## config.mk

```make
export PLATFORM = sky130hd
export DESIGN_NAME = http_request_line_validator_unit
export DESIGN_NICKNAME = d
export VERILOG_FILES = /design/src/sv/hrlv_pkg.sv /design/src/sv/hrlv_engine.sv /design/src/sv/hrlv_out_stage.sv /design/src/sv/http_request_line_validator_unit.sv
export VERILOG_INCLUDE_DIRS = /design/src /design/src/sv
export SDC_FILE = /design/constraint.sdc
export NUM_CORES = 1
export LEC_CHECK = 0
export BUFFER_PORTS_ARGS = -buffer_cell sky130_fd_sc_hd__buf_4
export CORE_ASPECT_RATIO = 0.8
export CORE_MARGIN = 4
export CORE_UTILIZATION = 65
export DETAILED_ROUTE_END_ITERATION = 10
export MAX_ROUTING_LAYER = met4
export PLACE_DENSITY = 0.91
export SLEW_MARGIN = 30
export SYNTH_ARGS = -nofsm -noshare
export SYNTH_HDL_FRONTEND = slang
export SYNTH_SLANG_ARGS = --single-unit
```

## constraint.sdc

```tcl
create_clock -name clk -period 9.5 [get_ports clk]
set_clock_uncertainty 0.15 [all_clocks]
set_input_delay 1.9 -clock clk [delete_from_list [all_inputs] [get_ports clk]]
set_output_delay 1.9 -clock clk [all_outputs]
set_load 0.02 [all_outputs]
```

## src/sv/http_request_line_validator_unit_assert.svh

```systemverilog
// Assertion macros used by the request line validator engine module.
`ifndef HTTP_REQUEST_LINE_VALIDATOR_UNIT_ASSERT_SVH
`define HTTP_REQUEST_LINE_VALIDATOR_UNIT_ASSERT_SVH

`ifndef SYNTHESIS
`define HRLV_ASSERT(label, prop) \
    label: assert property (@(posedge clk) disable iff (!rst_n) (prop)) \
        else $error("request line validator check failed");
`define HRLV_ASSERT_IMPLIES(label, ante, cons) \
    label: assert property (@(posedge clk) disable iff (!rst_n) (ante) |-> (cons)) \
        else $error("request line validator implication failed");
`else
`define HRLV_ASSERT(label, prop)
`define HRLV_ASSERT_IMPLIES(label, ante, cons)
`endif

`endif

```

## src/sv/hrlv_pkg.sv

```systemverilog
package hrlv_pkg;

    typedef enum logic [2:0] {
        ST_COMPLETE    = 3'd0,
        ST_INCOMPLETE  = 3'd1,
        ST_INVALID     = 3'd2,
        ST_TOO_LARGE   = 3'd3,
        ST_UNSUPPORTED = 3'd4
    } status_t;

    typedef enum logic [4:0] {
        PH_METHOD  = 5'b00001,
        PH_TARGET  = 5'b00010,
        PH_VERSION = 5'b00100,
        PH_CR      = 5'b01000,
        PH_LF      = 5'b10000
    } phase_t;

    typedef enum logic [1:0] {
        CFG_MAX_METHOD = 2'd0,
        CFG_MAX_TARGET = 2'd1,
        CFG_MAX_TOTAL  = 2'd2
    } cfg_index_t;

    typedef struct packed {
        logic [7:0] data_byte;
        logic       end_of_data;
    } in_word_t;

    typedef struct packed {
        status_t     status;
        logic [13:0] fault_offset;
        logic [7:0]  method_size;
        logic [12:0] target_size;
        logic        minor_version;
        logic [13:0] line_bytes;
    } out_word_t;

    localparam logic [7:0] CHAR_SP   = 8'h20;
    localparam logic [7:0] CHAR_CR   = 8'h0d;
    localparam logic [7:0] CHAR_LF   = 8'h0a;
    localparam logic [7:0] CHAR_DOT  = 8'h2e;
    localparam logic [7:0] CHAR_ZERO = 8'h30;
    localparam logic [7:0] CHAR_ONE  = 8'h31;
    localparam logic [7:0] CHAR_NINE = 8'h39;
    localparam logic [7:0] VIS_LO    = 8'h21;
    localparam logic [7:0] VIS_HI    = 8'h7e;

    localparam logic [7:0] VER_PREFIX [5] = '{8'h48, 8'h54, 8'h54, 8'h50, 8'h2f};

    localparam logic [13:0] MAX_METHOD_RESET = 14'd32;
    localparam logic [13:0] MAX_TARGET_RESET = 14'd4096;
    localparam logic [13:0] MAX_TOTAL_RESET  = 14'd8192;

    function automatic logic is_digit(input logic [7:0] b);
        logic r;
        r = (b >= CHAR_ZERO) && (b <= CHAR_NINE);
        return r;
    endfunction

    function automatic logic is_tchar(input logic [7:0] b);
        logic r;
        case (b) inside
            [8'h41:8'h5a], [8'h61:8'h7a], [8'h30:8'h39],
            8'h21, 8'h23, 8'h24, 8'h25, 8'h26, 8'h27, 8'h2a, 8'h2b,
            8'h2d, 8'h2e, 8'h5e, 8'h5f, 8'h60, 8'h7c, 8'h7e: r = 1'b1;
            default: r = 1'b0;
        endcase
        return r;
    endfunction

endpackage

```

## src/sv/hrlv_engine.sv

```systemverilog
`include "http_request_line_validator_unit_assert.svh"

module hrlv_engine (
    input  logic                clk,
    input  logic                rst_n,
    input  logic                step,
    input  hrlv_pkg::in_word_t  word,
    input  logic [7:0]          max_method,
    input  logic [12:0]         max_target,
    input  logic [13:0]         cap,
    output logic                emit,
    output hrlv_pkg::out_word_t result
);

    localparam logic [1:0] MINOR_ZERO  = 2'd0;
    localparam logic [1:0] MINOR_ONE   = 2'd1;
    localparam logic [1:0] MINOR_OTHER = 2'd2;

    hrlv_pkg::phase_t phase_reg, phase_next;
    logic [13:0] position_reg, position_next;
    logic [12:0] field_count_reg, field_count_next;
    logic [7:0]  method_len_reg, method_len_next;
    logic [12:0] target_len_reg, target_len_next;
    logic [2:0]  version_index_reg, version_index_next;
    logic [13:0] version_begin_reg, version_begin_next;
    logic        major_is_one_reg, major_is_one_next;
    logic [1:0]  minor_code_reg, minor_code_next;

    logic [7:0]  b;
    logic [13:0] next_pos;
    logic        adv;
    logic        ok;

    always_comb
    begin
        b                  = word.data_byte;
        next_pos           = position_reg + 14'd1;
        adv                = 1'b0;
        ok                 = 1'b0;
        emit               = 1'b0;
        result             = '0;
        result.status      = hrlv_pkg::ST_COMPLETE;
        phase_next         = phase_reg;
        position_next      = position_reg;
        field_count_next   = field_count_reg;
        method_len_next    = method_len_reg;
        target_len_next    = target_len_reg;
        version_index_next = version_index_reg;
        version_begin_next = version_begin_reg;
        major_is_one_next  = major_is_one_reg;
        minor_code_next    = minor_code_reg;

        if (position_reg >= cap)
        begin
            emit                = 1'b1;
            result.status       = hrlv_pkg::ST_TOO_LARGE;
            result.fault_offset = position_reg;
        end
        else
        begin
            unique case (phase_reg)
                hrlv_pkg::PH_METHOD:
                begin
                    if (b == hrlv_pkg::CHAR_SP)
                    begin
                        if (field_count_reg == 13'd0)
                        begin
                            emit                = 1'b1;
                            result.status       = hrlv_pkg::ST_INVALID;
                            result.fault_offset = position_reg;
                        end
                        else
                        begin
                            method_len_next  = field_count_reg[7:0];
                            field_count_next = '0;
                            phase_next       = hrlv_pkg::PH_TARGET;
                            adv              = 1'b1;
                        end
                    end
                    else if (!hrlv_pkg::is_tchar(b))
                    begin
                        emit                = 1'b1;
                        result.status       = hrlv_pkg::ST_INVALID;
                        result.fault_offset = position_reg;
                    end
                    else if (field_count_reg >= {5'd0, max_method})
                    begin
                        emit                = 1'b1;
                        result.status       = hrlv_pkg::ST_TOO_LARGE;
                        result.fault_offset = position_reg;
                    end
                    else
                    begin
                        field_count_next = field_count_reg + 13'd1;
                        adv              = 1'b1;
                    end
                end
                hrlv_pkg::PH_TARGET:
                begin
                    if (b == hrlv_pkg::CHAR_SP)
                    begin
                        if (field_count_reg == 13'd0)
                        begin
                            emit                = 1'b1;
                            result.status       = hrlv_pkg::ST_INVALID;
                            result.fault_offset = position_reg;
                        end
                        else
                        begin
                            target_len_next  = field_count_reg;
                            field_count_next = '0;
                            phase_next       = hrlv_pkg::PH_VERSION;
                            adv              = 1'b1;
                        end
                    end
                    else if ((b < hrlv_pkg::VIS_LO) || (b > hrlv_pkg::VIS_HI))
                    begin
                        emit                = 1'b1;
                        result.status       = hrlv_pkg::ST_INVALID;
                        result.fault_offset = position_reg;
                    end
                    else if (field_count_reg >= max_target)
                    begin
                        emit                = 1'b1;
                        result.status       = hrlv_pkg::ST_TOO_LARGE;
                        result.fault_offset = position_reg;
                    end
                    else
                    begin
                        field_count_next = field_count_reg + 13'd1;
                        adv              = 1'b1;
                    end
                end
                hrlv_pkg::PH_VERSION:
                begin
                    if (version_index_reg == 3'd0)
                    begin
                        version_begin_next = position_reg;
                    end
                    if (version_index_reg < 3'd5)
                    begin
                        ok = (b == hrlv_pkg::VER_PREFIX[version_index_reg]);
                    end
                    else if (version_index_reg == 3'd6)
                    begin
                        ok = (b == hrlv_pkg::CHAR_DOT);
                    end
                    else
                    begin
                        ok = hrlv_pkg::is_digit(b);
                        if (version_index_reg == 3'd5)
                        begin
                            major_is_one_next = (b == hrlv_pkg::CHAR_ONE);
                        end
                        else if (b == hrlv_pkg::CHAR_ZERO)
                        begin
                            minor_code_next = MINOR_ZERO;
                        end
                        else if (b == hrlv_pkg::CHAR_ONE)
                        begin
                            minor_code_next = MINOR_ONE;
                        end
                        else
                        begin
                            minor_code_next = MINOR_OTHER;
                        end
                    end
                    if (!ok)
                    begin
                        emit                = 1'b1;
                        result.status       = hrlv_pkg::ST_INVALID;
                        result.fault_offset = position_reg;
                    end
                    else
                    begin
                        version_index_next = version_index_reg + 3'd1;
                        if (version_index_reg == 3'd7)
                        begin
                            phase_next = hrlv_pkg::PH_CR;
                        end
                        adv = 1'b1;
                    end
                end
                hrlv_pkg::PH_CR:
                begin
                    if (b != hrlv_pkg::CHAR_CR)
                    begin
                        emit                = 1'b1;
                        result.status       = hrlv_pkg::ST_INVALID;
                        result.fault_offset = position_reg;
                    end
                    else
                    begin
                        phase_next = hrlv_pkg::PH_LF;
                        adv        = 1'b1;
                    end
                end
                hrlv_pkg::PH_LF:
                begin
                    emit = 1'b1;
                    if (b != hrlv_pkg::CHAR_LF)
                    begin
                        result.status       = hrlv_pkg::ST_INVALID;
                        result.fault_offset = position_reg;
                    end
                    else if (!major_is_one_reg || (minor_code_reg > MINOR_ONE))
                    begin
                        result.status       = hrlv_pkg::ST_UNSUPPORTED;
                        result.fault_offset = version_begin_reg + 14'd5;
                    end
                    else
                    begin
                        result.status        = hrlv_pkg::ST_COMPLETE;
                        result.method_size   = method_len_reg;
                        result.target_size   = target_len_reg;
                        result.minor_version = minor_code_reg[0];
                        result.line_bytes    = next_pos;
                    end
                end
                default:
                begin
                    emit                = 1'b1;
                    result.status       = hrlv_pkg::ST_INVALID;
                    result.fault_offset = position_reg;
                end
            endcase

            if (adv)
            begin
                if (next_pos >= cap)
                begin
                    emit                = 1'b1;
                    result.status       = hrlv_pkg::ST_TOO_LARGE;
                    result.fault_offset = next_pos;
                end
                else if (word.end_of_data)
                begin
                    emit                = 1'b1;
                    result.status       = hrlv_pkg::ST_INCOMPLETE;
                    result.fault_offset = next_pos;
                end
                else
                begin
                    position_next = next_pos;
                end
            end
        end

        // start a fresh line after any result
        if (emit)
        begin
            phase_next         = hrlv_pkg::PH_METHOD;
            position_next      = '0;
            field_count_next   = '0;
            method_len_next    = '0;
            target_len_next    = '0;
            version_index_next = '0;
            version_begin_next = '0;
            major_is_one_next  = 1'b0;
            minor_code_next    = MINOR_ZERO;
        end
    end

    always_ff @(posedge clk or negedge rst_n)
    begin
        if (!rst_n)
        begin
            phase_reg         <= hrlv_pkg::PH_METHOD;
            position_reg      <= '0;
            field_count_reg   <= '0;
            method_len_reg    <= '0;
            target_len_reg    <= '0;
            version_index_reg <= '0;
            version_begin_reg <= '0;
            major_is_one_reg  <= 1'b0;
            minor_code_reg    <= MINOR_ZERO;
        end
        else if (step)
        begin
            phase_reg         <= phase_next;
            position_reg      <= position_next;
            field_count_reg   <= field_count_next;
            method_len_reg    <= method_len_next;
            target_len_reg    <= target_len_next;
            version_index_reg <= version_index_next;
            version_begin_reg <= version_begin_next;
            major_is_one_reg  <= major_is_one_next;
            minor_code_reg    <= minor_code_next;
        end
    end

    `HRLV_ASSERT_IMPLIES(a_complete_only_from_lf, step && emit && (result.status == hrlv_pkg::ST_COMPLETE), phase_reg == hrlv_pkg::PH_LF)
    `HRLV_ASSERT_IMPLIES(a_version_index_idle, phase_reg != hrlv_pkg::PH_VERSION, version_index_reg == 3'd0)
    `HRLV_ASSERT_IMPLIES(a_method_len_clear, phase_reg == hrlv_pkg::PH_METHOD, method_len_reg == 8'd0)

endmodule

```

## src/sv/hrlv_out_stage.sv

```systemverilog
module hrlv_out_stage (
    input  logic                clk,
    input  logic                rst_n,
    input  logic                load,
    input  hrlv_pkg::out_word_t word,
    input  logic                result_stall,
    output logic                result_valid,
    output hrlv_pkg::out_word_t result_word,
    output logic                free
);

    logic                valid_reg;
    hrlv_pkg::out_word_t word_reg;

    assign free         = !valid_reg || !result_stall;
    assign result_valid = valid_reg;
    assign result_word  = word_reg;

    always_ff @(posedge clk or negedge rst_n)
    begin
        if (!rst_n)
        begin
            valid_reg <= 1'b0;
        end
        else if (load)
        begin
            valid_reg <= 1'b1;
        end
        else if (!result_stall)
        begin
            valid_reg <= 1'b0;
        end
    end

    always_ff @(posedge clk)
    begin
        if (load)
        begin
            word_reg <= word;
        end
    end

endmodule

```

## src/sv/http_request_line_validator_unit.sv

```systemverilog
// A byte accepted into the input register is checked there by the engine,
// and a result that it yields is registered in the output stage, which
// raises result_valid. Throughput: one byte per cycle while the output stage
// is free, set by the state update loop. A stalled result holds back the
// engine and the input register. Reset (asynchronous, active low) clears the
// line state and the valid flags and restores the limit registers to 32, 4096 and 8192.
module http_request_line_validator_unit #(
    parameter int unsigned OFFSET_BOUND = 8192
) (
    input  logic                clk,
    input  logic                rst_n,
    input  logic                byte_valid,
    output logic                byte_stall,
    input  hrlv_pkg::in_word_t  byte_word,
    output logic                result_valid,
    input  logic                result_stall,
    output hrlv_pkg::out_word_t result_word,
    input  logic                cfg_valid,
    output logic                cfg_ready,
    input  logic [1:0]          cfg_index,
    input  logic [13:0]         cfg_data
);

    logic               in_valid_reg;
    hrlv_pkg::in_word_t in_word_reg;

    logic [7:0]  max_method_reg;
    logic [12:0] max_target_reg;
    logic [13:0] max_total_reg;
    logic [13:0] cap;

    logic                out_free;
    logic                step;
    logic                emit;
    hrlv_pkg::out_word_t step_result;

    assign cfg_ready  = 1'b1;
    assign step       = in_valid_reg && out_free;
    assign byte_stall = in_valid_reg && !out_free;
    assign cap        = (32'(max_total_reg) < OFFSET_BOUND) ? max_total_reg
                                                            : 14'(OFFSET_BOUND);

    always_ff @(posedge clk or negedge rst_n)
    begin
        if (!rst_n)
        begin
            max_method_reg <= hrlv_pkg::MAX_METHOD_RESET[7:0];
            max_target_reg <= hrlv_pkg::MAX_TARGET_RESET[12:0];
            max_total_reg  <= hrlv_pkg::MAX_TOTAL_RESET;
        end
        else if (cfg_valid && cfg_ready)
        begin
            unique case (cfg_index)
                hrlv_pkg::CFG_MAX_METHOD: max_method_reg <= cfg_data[7:0];
                hrlv_pkg::CFG_MAX_TARGET: max_target_reg <= cfg_data[12:0];
                hrlv_pkg::CFG_MAX_TOTAL:  max_total_reg  <= cfg_data;
                default:                  max_total_reg  <= max_total_reg;
            endcase
        end
    end

    always_ff @(posedge clk or negedge rst_n)
    begin
        if (!rst_n)
        begin
            in_valid_reg <= 1'b0;
        end
        else if (!byte_stall)
        begin
            in_valid_reg <= byte_valid;
        end
    end

    always_ff @(posedge clk)
    begin
        if (byte_valid && !byte_stall)
        begin
            in_word_reg <= byte_word;
        end
    end

    hrlv_engine u_engine (
        .clk        (clk),
        .rst_n      (rst_n),
        .step       (step),
        .word       (in_word_reg),
        .max_method (max_method_reg),
        .max_target (max_target_reg),
        .cap        (cap),
        .emit       (emit),
        .result     (step_result)
    );

    hrlv_out_stage u_out_stage (
        .clk          (clk),
        .rst_n        (rst_n),
        .load         (step && emit),
        .word         (step_result),
        .result_stall (result_stall),
        .result_valid (result_valid),
        .result_word  (result_word),
        .free         (out_free)
    );

endmodule
```

After elaboration in Yosys (flattened, before gate mapping)

Memories as Yosys holds them, arrays and structs flattened.
Index checks and enable logic that the tools add are counted.

Input port bits: 30
Register bits after elaboration: 172
Latch bits: 0
Memories: 1
Logic and storage cells: 249
Memory bits (writable): 0
Output and inout bits: 56
Memory bits (read-only): 64

Div/mod/pow operators: 0
Order comparisons: 16
Shifts and indexed selects: 0
Multiplexer cells: 112
$add $sub $neg: 4
Bitwise gates (word level): 2
Eq/ne operators: 50
Reduce and logical (&&, ||, !) cells: 42
Multipliers: 0

Memory list:

| memory           | words | width | read ports | clocked after Yosys merged registers in | wr ports | RTL line           | RTL |
|---|---|---|---|---|---|---|---|
| (name not given) | 8     | 8     | 1          | 0                                       | 0        | hrlv_engine.sv:142 | `ok = (b == hrlv_pkg::VER_PREFIX[version_index_reg]);` |

Operators by type and width:

| cell                                                              | count |
|---|---|
| 2-to-1 mux 13 bit                                                 | 14 |
| 2-to-1 mux 14 bit                                                 | 12 |
| 2-to-1 mux 17 bit                                                 | 8 |
| equality test 8 x 6 -> 1 bit, second input constant               | 13 |
| case mux 17 bit (5 select lines)                                  | 1 |
| 2-to-1 mux 16 bit                                                 | 5 |
| 2-to-1 mux 8 bit                                                  | 7 |
| 2-to-1 mux 5 bit                                                  | 9 |
| equality test 8 x 7 -> 1 bit, second input constant               | 5 |
| 2-to-1 mux 1 bit                                                  | 39 |
| greater-or-equal comparator 14 bit                                | 2 |
| case mux 13 bit (2 select lines)                                  | 1 |
| case mux 5 bit (4 select lines)                                   | 1 |
| OR reduction 18 bit                                               | 1 |
| greater-or-equal comparator 8 x 7 -> 1 bit, second input constant | 2 |
| <= comparator 8 x 7 -> 1 bit, second input constant               | 2 |
| 2-to-1 mux 2 bit                                                  | 8 |
| inequality test 8 x 4 -> 1 bit, second input constant             | 2 |
| nonzero test 2 bit                                                | 8 |
| 2-to-1 mux 3 bit                                                  | 5 |
| AND reduction 5 bit                                               | 3 |
| adder 14 x 1 -> 14 bit, second input constant                     | 1 |
| adder 14 x 3 -> 14 bit, second input constant                     | 1 |
| < comparator 14 bit, second input constant                        | 1 |
| other kinds (43)                                                  | 75 |

Logic depth before layout (Yosys ltp)

Word-level depth: 16
Mapped depth: 19
Depth with buffers taken out: 16

Hierarchy

From an unflattened synthesis, not the netlist that was laid out.

Cells, all modules: 937
Area total of the unflattened synthesis: 9858.2 µm²

By module, submodules not included:

| module                           | area each (µm²) | instances | seq. area each (µm²) | cells each |
|---|---|---|---|---|
| hrlv_engine                      | 6490.0          | 1         | 1828.0               | 774 |
| http_request_line_validator_unit | 1740.4          | 1         | 1174.9               | 107 |
| hrlv_out_stage                   | 1627.8          | 1         | 1616.6               | 56 |

Worst setup path after synthesis

Ideal clock, no wire load.

Kind: register to register
Start point: reg u_engine.position_reg[1]
End point: reg u_out_stage.word_reg, in the netlist u_out_stage.result_word[0], enable pin
Setup slack: 3.627 ns
Arrival time: 5.260 ns
Cell stages (with the launch flop): 17
Period minus slack after synthesis: 5.873 ns
Required time: 8.886 ns
Setup time: 0.464 ns
Path buffers: 1
Cells stage by stage: dfrtp_1 ha_1 and3_1 and3_1 clkbuf_1 and3_1 nand3_1 xor2_1 inv_1 ha_1 nand4_1 nor2_1 o31a_1 or4_1 a2bb2oi_2 nor3_2 nor2_1

Longest elaborated chain between the ends: 6
Elaborated cells on any way between the ends: 7
Those cells by class: add/sub (1); order compare (2); mux (3); reduce/logical (1)

RTL lines:

| item                               | RTL line                               | RTL |
|---|---|---|
| start: declaration                 | hrlv_engine.sv:20                      | `logic [13:0] position_reg, position_next;` |
| start signal: assignment           | hrlv_engine.sv:281                     | `position_reg <= position_next;` |
| adder 14 x 1 -> 14 bit             | hrlv_engine.sv:37                      | `next_pos = position_reg + 14'd1;` |
| via u_engine.next_pos[12]          | hrlv_engine.sv:30                      | `logic [13:0] next_pos;` |
| greater-or-equal comparator 14 bit | hrlv_engine.sv:230                     | `if (next_pos >= cap)` |
| 2-to-1 mux 1 bit                   | hrlv_engine.sv:230                     |  |
| 2-to-1 mux 1 bit                   | hrlv_engine.sv:228                     | `if (adv)` |
| 2-to-1 mux 1 bit                   | hrlv_engine.sv:53                      | `if (position_reg >= cap)` |
| logical AND 1 bit                  | http_request_line_validator_unit.sv:97 | `.load (step && emit),` |
| via u_out_stage.load               | hrlv_out_stage.sv:4                    | `input logic load,` |
| end signal: assignment             | hrlv_out_stage.sv:39                   | `word_reg <= word;` |
| end: declaration                   | hrlv_out_stage.sv:13                   | `hrlv_pkg::out_word_t word_reg;` |

The timed path passes the listed nets, and every way through them passes these cells.
A chain may end at the register's enable or synchronous reset.

Worst setup path in the final report

Start point: reg u_engine.position_reg[0]
End point: reg u_engine.method_len_reg[0]

Longest elaborated chain between the ends: 7
Elaborated cells on any way between the ends: 12
Those cells by class: add/sub (1); order compare (2); eq/ne (2); mux (4); reduce/logical (3)

RTL lines:

| item                                                                         | RTL line           | RTL |
|---|---|---|
| adder 14 x 1 -> 14 bit (*)                                                   | hrlv_engine.sv:37  |  |
| via u_engine.next_pos[12]                                                    | hrlv_engine.sv:30  |  |
| greater-or-equal comparator 14 bit (*)                                       | hrlv_engine.sv:230 |  |
| 2-to-1 mux 1 bit (*)                                                         | hrlv_engine.sv:230 |  |
| 2-to-1 mux 1 bit (*)                                                         | hrlv_engine.sv:228 |  |
| 2-to-1 mux 1 bit (*)                                                         | hrlv_engine.sv:53  |  |
| inequality test 2 bit (no line) / nonzero test 2 bit (equally long branches) | n/a                |  |
| AND reduction 5 bit (no line)                                                | n/a                |  |
| end signal: assignment                                                       | hrlv_engine.sv:283 | `method_len_reg <= method_len_next;` |
| end: declaration                                                             | hrlv_engine.sv:22  | `logic [7:0] method_len_reg, method_len_next;` |

Mark *: on every way through the listed nets, which the timed path passes. The rest lies on a longest branch.

==> impl_metrics.ini <==
[clock_tree]
clk_path_buf_depth = 2
htree_levels = 4
clock_sinks = 172
tritoncts = yes
cts_made_buffers = 17
cts_setup_buffers = 0
clock_latency_ps = 440
path_clk_slew_ps = 70
post_cts_resized = 0
holdBufCountCts = 0
root_buffer = clkbuf_16

[drt]
vias = 7659
wl_per_cell_um = 20.9
viasPerCell = 6.52
drtIter0Drc = 775
firstDrtPassIters = 5
drcViolationCount = 0
drtAntennaViolNets = 0
wl_um = 24500

[logic_synthesis]
yosysWarnings = 0
synthFlopType = dfrtp_1
ys_seq_area_frac = 0.486
synth_area_per_cell_um2 = 10.4
synth_cells = 915
synth-edff-count = 62
async_flop_share = 0.640
ys_types = 77
yosys_register_bits = 172
synth_area_mm2 = 0.00951
syn_nets = 1004

[die]
die_h_um = 116
dieArea_mm2 = 0.0166
initial_core_util = 0.665
die_w_um = 143
core_mm2 = 0.0143
num_io_pins = 86
rows = 39

[global_route]
busiest_layer = met2
grtUsageTotal = 0.315
grt-ovfl-total = 0
use_met3 = 0.0757
grt_util_met1 = 0.431
grt_antenna_before_repair = 0
grt_pass1_wl_um = 38900
met2_usage = 0.458
grt_max_degree = 71
grt_pass1_vias = 7280

[power_and_ir_drop]
ir_drop_v = 0.000197
powerDensity_mw_per_mm2 = 182
p_leak_uw = 0.00484

[timing]
rsz0062_at_grt = no
min_period_ps = 5450
fmax_ghz = 0.183
period_share = 0.574
setup_tns_ps = 0
setup_viol = 0
slew_headroom = 0.271
worstMarginPinSlew_ps = 1090
timing_hold_violations_final = 0
drv_slew = 0

[flow_run]
cap_violations = 0

[setup_path]
rrSetupSlack_ps = 4050
end_kind = register
r2r-end = u_engine.method_len_reg[0]
crit_fanout = 11
cp-start-kind = register
required_ps = 9680
worstSetupPathType = reg2reg
reg2reg_from = u_engine.position_reg[0]
worstPathArrival_ps = 5630
reg2reg_depth = 15

[placement]
portBuffers = 84
post-dp-hpwl_um = 17300
gp_congestion = 1.01

[worst_hold_path]
min_path_cells = 2
min_to = u_engine.target_len_reg[4]
hold_class = reg2reg
hold_start = u_engine.target_len_reg[4]

[layout]
nets = 1066
largest_register_ffs = 53
synthToLayoutAreaGrowth_pct = 13.7
final_util = 0.756
antenna_cells = 0
drive_gt1_frac = 0.179

[outcome]
outcome = finished, final reports clean
## power breakdown
group / total [uW] / switching [uW] / leakage [uW] / internal, uW
Combinational: 385 / 244 / 0.00249 / 141
Clock: 694 / 321 / 0.000289 / 372
Sequential: 886 / 41.1 / 0.00206 / 845
Total: 1970 / 607 / 0.00484 / 1360
## cells by family (layout without fill, tap and decap cells)
| family | after synthesis | after routing | synth area share |
|---|---|---|---|
| adders and majority gates | 59 | 59 | 0.0776 |
| muxes | 39 | 39 | 0.0454 |
| other | 1 | 1 | 0.000394 |
| and+or+nand+nor | 302 | 302 | 0.165 |
| DFF | 172 | 172 | 0.486 |
| xor gates and xnor gates | 29 | 29 | 0.0267 |
| AOI/OAI and AO/OA | 214 | 214 | 0.156 |
| buffers and inverters | 99 | 174 | 0.0424 |
## layer usage
metal | up-vias | wire [um] | share of wire
met5 | - | 0 | 0
li1 | 3455 | - | -
met4 | 0 | 817 | 0.033
met2 | 457 | 10900 | 0.44
met3 | 86 | 2540 | 0.10
met1 | 3661 | 10300 | 0.42
## critical path: stages, from the launching register on
cell       delay (ps)
dfrtp_1           550
ha_1              300
and3_1            220
and3_1            300
and3_1            290
nand3_1           120
xor2_1            370
inv_1             130
ha_1              360
a21oi_1           160
nor2b_1            70
or4_1             600
a2bb2oi_2         240
nor3_2            730
a21oi_2           360
mux2_2            380
## area by class of cell
cell class | count | area, um^2
Multi-Input combinational cell | 644 | 4500
Clock inverter | 14 | 151
Timing Repair Buffer | 91 | 687
Tap cell | 184 | 230
Sequential cell | 172 | 4620
Clock buffer | 18 | 429
Fill cell | 969 | 3490
Inverter | 51 | 191
## cell usage after synthesis, types with 7 or more instances
| cell | count | area (um^2) |
|---|---|---|
| ha_1 | 59 | 738 |
| nand4_1 | 18 | 113 |
| o31ai_1 | 10 | 75.1 |
| nand3_1 | 28 | 140 |
| dfrtp_1 | 106 | 2650 |
| edfxtp_1 | 62 | 1860 |
| and2_1 | 31 | 194 |
| a21oi_1 | 29 | 145 |
| o211ai_1 | 8 | 60.1 |
| o22ai_1 | 13 | 81.3 |
| mux2_2 | 33 | 372 |
| xor2_1 | 21 | 184 |
| or3_1 | 7 | 43.8 |
| clkbuf_1 | 38 | 143 |
| o21ai_1 | 7 | 35.0 |
| nor2_1 | 62 | 233 |
| nand2_1 | 80 | 300 |
| nor3_1 | 7 | 35.0 |
| nand2b_1 | 11 | 68.8 |
| xnor2_1 | 8 | 70.1 |
| and3_1 | 17 | 106 |
| inv_1 | 51 | 191 |
| a21o_1 | 12 | 90.1 |
| o21ai_0 | 53 | 265 |
| o21bai_1 | 7 | 52.6 |
| a22o_1 | 40 | 350 |
## worst max path at each step
stage                                   from                        endpoint  cells after the start
global placement    u_engine.position_reg[0]      u_engine.target_len_reg[9]                     15
CTS                 u_engine.position_reg[0]      u_engine.method_len_reg[0]                     15
global route        u_engine.position_reg[0]  u_engine.version_begin_reg[11]                     15
detailed placement  u_engine.position_reg[0]      u_engine.method_len_reg[1]                     15
finish              u_engine.position_reg[0]      u_engine.method_len_reg[0]                     15
floorplan           u_engine.position_reg[1]      u_out_stage.result_word[0]                     16
## metrics by stage
stage	hold WS (ps)	total power, uW	area (um^2)	cells	setup WS, ps
floorplan	292	1130	9510	915	3630
global placement	310	1260	10200	1142	4500
detailed placement	312	1270	10200	1142	4350
CTS	345	1970	10800	1174	4170
global route	365	2050	10800	1174	3860
finish	348	1970	10800	1174	4050
## placed cells by master, fill, tap and decap left out, types with 4 or more instances in the layout
cell,n
a21o_1,12
a21oi_1,29
a22o_1,40
a311oi_1,4
and2_1,31
and3_1,17
buf_4,90
clkbuf_16,17
dfrtp_1,106
dfstp_2,4
edfxtp_1,62
ha_1,59
inv_1,51
inv_6,5
mux2_2,33
mux2i_1,6
nand2_1,80
nand2b_1,11
nand3_1,28
nand4_1,18
nor2_1,61
nor2b_1,6
nor3_1,7
nor4_1,4
o211ai_1,8
o21ai_0,52
o21ai_1,6
o21bai_1,7
o22ai_1,13
o2bb2ai_1,6
o31ai_1,10
or3_1,7
xnor2_1,8
xor2_1,21
Note: power is estimated with default switching activity, not from simulation.
